===== src/hw/rtl/tbp_pkg.sv =====
`default_nettype none

package tbp_pkg;

    localparam int CTR_W      = 8;
    localparam int CFG_ADDR_W = 3;
    localparam int CFG_DATA_W = 32;

    // register index is paddr[2]
    localparam logic REG_COUNTER_MAX = 1'b0;

    localparam logic [CTR_W-1:0] COUNTER_MAX_RESET = 8'd3;

    typedef logic [CTR_W-1:0] ctr_t;

    typedef struct packed {
        ctr_t counter_max;
    } cfg_t;

    function automatic ctr_t sat_up(input ctr_t v, input ctr_t cmax);
        return (v < cmax) ? v + ctr_t'(1) : v;
    endfunction

    function automatic ctr_t sat_down(input ctr_t v);
        return (v != '0) ? v - ctr_t'(1) : '0;
    endfunction

    function automatic ctr_t train(input ctr_t v, input logic up, input ctr_t cmax);
        return up ? sat_up(v, cmax) : sat_down(v);
    endfunction

    function automatic logic above_half(input ctr_t v, input ctr_t cmax);
        return v > (cmax >> 1);
    endfunction

endpackage

`default_nettype wire


===== src/hw/rtl/tbp_cfg_regs.sv =====
`default_nettype none

module tbp_cfg_regs (
    input  wire logic                              clk,
    input  wire logic                              rst_n,
    input  wire logic                              psel,
    input  wire logic                              penable,
    input  wire logic                              pwrite,
    input  wire logic [tbp_pkg::CFG_ADDR_W-1:0]    paddr,
    input  wire logic [tbp_pkg::CFG_DATA_W-1:0]    pwdata,
    output logic      [tbp_pkg::CFG_DATA_W-1:0]    prdata,
    output tbp_pkg::cfg_t                          cfg
);
    import tbp_pkg::*;

    logic  wr_en;
    ctr_t  counter_max_reg;

    assign wr_en = psel && penable && pwrite && (paddr[2] == REG_COUNTER_MAX);

    always_ff @(posedge clk or negedge rst_n)
    begin
        if (!rst_n)
        begin
            counter_max_reg <= COUNTER_MAX_RESET;
        end
        else if (wr_en)
        begin
            counter_max_reg <= pwdata[CTR_W-1:0];
        end
    end

    always_comb
    begin
        prdata = '0;
        if (paddr[2] == REG_COUNTER_MAX)
        begin
            prdata = CFG_DATA_W'(counter_max_reg);
        end
    end

    assign cfg.counter_max = counter_max_reg;

endmodule

`default_nettype wire


===== config.mk =====
export PLATFORM = sky130hd
export DESIGN_NAME = tbp_cfg_regs
export DESIGN_NICKNAME = d
export VERILOG_FILES = /design/src/hw/rtl/tbp_pkg.sv /design/src/hw/rtl/tbp_cfg_regs.sv
export SDC_FILE = /design/constraint.sdc
export NUM_CORES = 1
export LEC_CHECK = 0
export ABC_AREA = 1
export BUFFER_PORTS_ARGS = -buffer_cell sky130_fd_sc_hd__buf_4
export CAP_MARGIN = 5
export CORE_ASPECT_RATIO = 1.5
export CORE_MARGIN = 2
export CORE_UTILIZATION = 27
export CTS_CLUSTER_SIZE = 40
export DETAILED_ROUTE_END_ITERATION = 16
export GPL_ROUTABILITY_DRIVEN = 0
export PLACE_DENSITY = 0.74
export SETUP_SLACK_MARGIN = 0.2
export SKIP_LAST_GASP = 1
export SYNTH_ARGS = -nofsm -noshare
export SYNTH_HDL_FRONTEND = slang
export SYNTH_SLANG_ARGS = --single-unit

===== constraint.sdc =====
create_clock -name clk -period 0.8 [get_ports clk]
set_input_delay 0.08 -clock clk [delete_from_list [all_inputs] [get_ports clk]]
set_output_delay 0.08 -clock clk [all_outputs]
set_load 0.01 [all_outputs]

==> summary.txt <==
Run status
  • Status: complete, but fails checks
  • Failing checks: setup timing

Logic synthesis
  • Synth cell types: 12
  • Cell type with the largest total area after synthesis: buf_4
  • Seq cells post-synth: 8
  • Sequential share of the synthesized area: 33.75%
  • Warnings, synthesis: 0
  • Mean post-synth cell area: 7.602 µm²
  • Syn Inst Count: 79
  • Top post-synthesis cells by area: buf_4, dfrtp_1, nand2_1
  • Mapped Area: 600.6 µm²
  • Yosys top cell area share: 30.00%

Routing
  • DR WL/cell: 8.552 µm
  • Vias per cell: 3.669
  • Routed wl met3: 120 µm
  • DR WL met2: 709 µm
  • DR top layer: met4
  • Remaining antenna violation count: 0
  • Via count: 532
  • DRC viols: 0
  • Met1 WL: 406 µm
  • DR pass1 iterations: 2
  • Overall routed net length: 1.240 mm
  • Initial DRC count: 6

Final layout
  • Max reg flops: 8
  • Commonest non-fill, non-tap cells in the layout: conb_1, buf_4, buf_6, nand2_1, nand3_1
  • Layout cell share with drive strength beyond 1: 52.03%
  • Multi-input logic area: 297.8 µm²
  • Register cell area after layout: 202.7 µm²
  • Antenna cells: 0
  • Final nets: 164
  • Most common cell after layout, fill and taps aside: conb_1
  • Area Overhead vs Synth: 66.04%
  • # fillers: 219

Power and ir drop
  • VDD IR max: 0.0006953 V
  • Tot Pwr: 1.741 mW
  • Power per cell area: 1746 mW/mm²
  • Clock network power share: 17.8%
  • Sequential share of power: 32.8%
  • Combinational share of power: 49.4%
  • Switching pwr: 0.5541 mW
  • Leakage: 0.5695 nW
  • Internal power: 1.187 mW
  • Sw frac: 31.83%

Timing
  • Crit share post-route: 136.0%
  • Fin worst setup slack: -287.6 ps
  • Worst Skew: 0 ps
  • RSZ-0062 raised after global routing: yes
  • Final Hold Fails: 0
  • Fmax: 919.4 MHz
  • WHS: 60.40 ps
  • Final Setup Violations: 17
  • Count of pins over their slew limit: 0
  • Final setup TNS: -2844 ps
  • Fin crit period: 1088 ps

Critical path
  • CP arrival: 1010 ps
  • RR Startpoint: cfg[3]$_DFFE_PN0P_
  • Crit Path Max Fanout: 3
  • Setup crit start: cfg[1]$_DFFE_PN1P_
  • Crit path kind: flip-flop to output pin
  • Worst path required time: 720 ps
  • Setup crit start kind: flip-flop
  • Worst setup EP type: output pin

Global route
  • Initial antenna violation count: 0
  • First-pass GRT wire length: 1.683 mm
  • Vias in the first global route: 421
  • Largest net degree at the start of global routing: 10
  • GRT Util Overall: 8.528%
  • GRT Residual Overflow: 0

Placed design
  • Setup WS pre-CTS: -52.48 ps
  • Port bufs: 29
  • Dpl hpwl: 1.029 mm

Die
  • Die Height: 61.76 µm
  • FP Rows: 20
  • Die Wd: 42.51 µm
  • Starting density of the core: 28.92%
  • Die ar.: 0.002625 mm²
  • Ports: 80
  • Core Area: 0.002077 mm²

Clocking
  • CTS clk-pin slew, worst paths: 50 ps
  • H-tree levels: 1
  • # clock sinks: 8
  • Num CTS Buffers: 3
  • Worst-Skew Late Latency: 240 ps
  • CTS tree: yes
  • CTS root buffer: clkbuf_4
  • CTS Buffer Depth: 2

Hold path
  • Hold Crit Start: pwdata[6]
  • HP Class: input port to flip-flop

Run
  • Max-cap viol count: 0
-- metrics by stage --
stage,util (%),area (µm²),std cells
4_1_cts,42.17,875.8,136
2_1_floorplan,-,725.7,102
5_1_grt,48.01,997.2,145
3_3_place_gp,38.07,790.8,129
6_report,48.01,997.2,145
3_5_place_dp,38.07,790.8,129
-- layer usage --
metal,vias up,global-route usage [%]
met3,2,1.734
met1,225,8.108
li1,272,-
met4,0,5.357
met2,33,16.70
met5,-,0
-- cell type report --
type	instances	share of cell area (%)
Timing Repair Buffer	42	40.65
Multi-Input combinational cell	59	29.86
Sequential cell	8	20.33
Inverter	10	3.764
Tap cell	22	2.760
Clock buffer	4	2.635
-- worst paths after layout --
check / endpoint / slack, ps / cells past startpoint
hold / removal: cfg[6]$_DFFE_PN0P_ / 60 / 3
hold reg to reg: cfg[1]$_DFFE_PN1P_ / 500 / 2
min in group asynchronous: cfg[6]$_DFFE_PN0P_ / 210 / 2
setup reg to reg: cfg[3]$_DFFE_PN0P_ / -30 / 4
max in group asynchronous: cfg[1]$_DFFE_PN1P_ / 380 / 2
setup / recovery: prdata[1] / -290 / 3
-- cell usage after synthesis --
master,instances
dfrtp_1,6
conb_1,1
nor2_8,1
inv_1,9
nand3_1,8
nand2_4,1
buf_6,1
dfstp_2,2
nor2_1,8
nand2_1,17
buf_4,24
inv_2,1
-- critical path, stage by stage (launching register included) --
cell and delay [ps]:
dfstp_2 550, inv_2 50, nor2_4 70, buf_6 100
-- logic make-up (layout without fill, tap and decap cells) --
group,after synthesis,in the layout,synth area share (%)
AND/OR/NAND/NOR,35,35,27.50
flip-flops,8,8,33.75
other,1,24,0.6244
buffers and inverters,35,56,38.12
-- power groups by stage --
stage	registers, mW	logic [mW]	clock network [mW]
finish	0.571	0.860	0.310
detailed placement	0.570	0.566	0
global route	0.583	0.932	0.347
floorplan	0.595	0.343	0
global placement	0.564	0.553	0
CTS	0.573	0.644	0.323
-- timing repair --
action                                  in CTS  in global routing
endpoints found under the hold margin        8                  0
hold buffers                                 1                  0
endpoints found under the setup margin      24                 24
gates cloned                                 0                  0
gates resized for setup                      9                 16
pin swaps                                    7                  7
setup buffers                                2                  9
No activity file was read; power rests on OpenSTA's default activity.
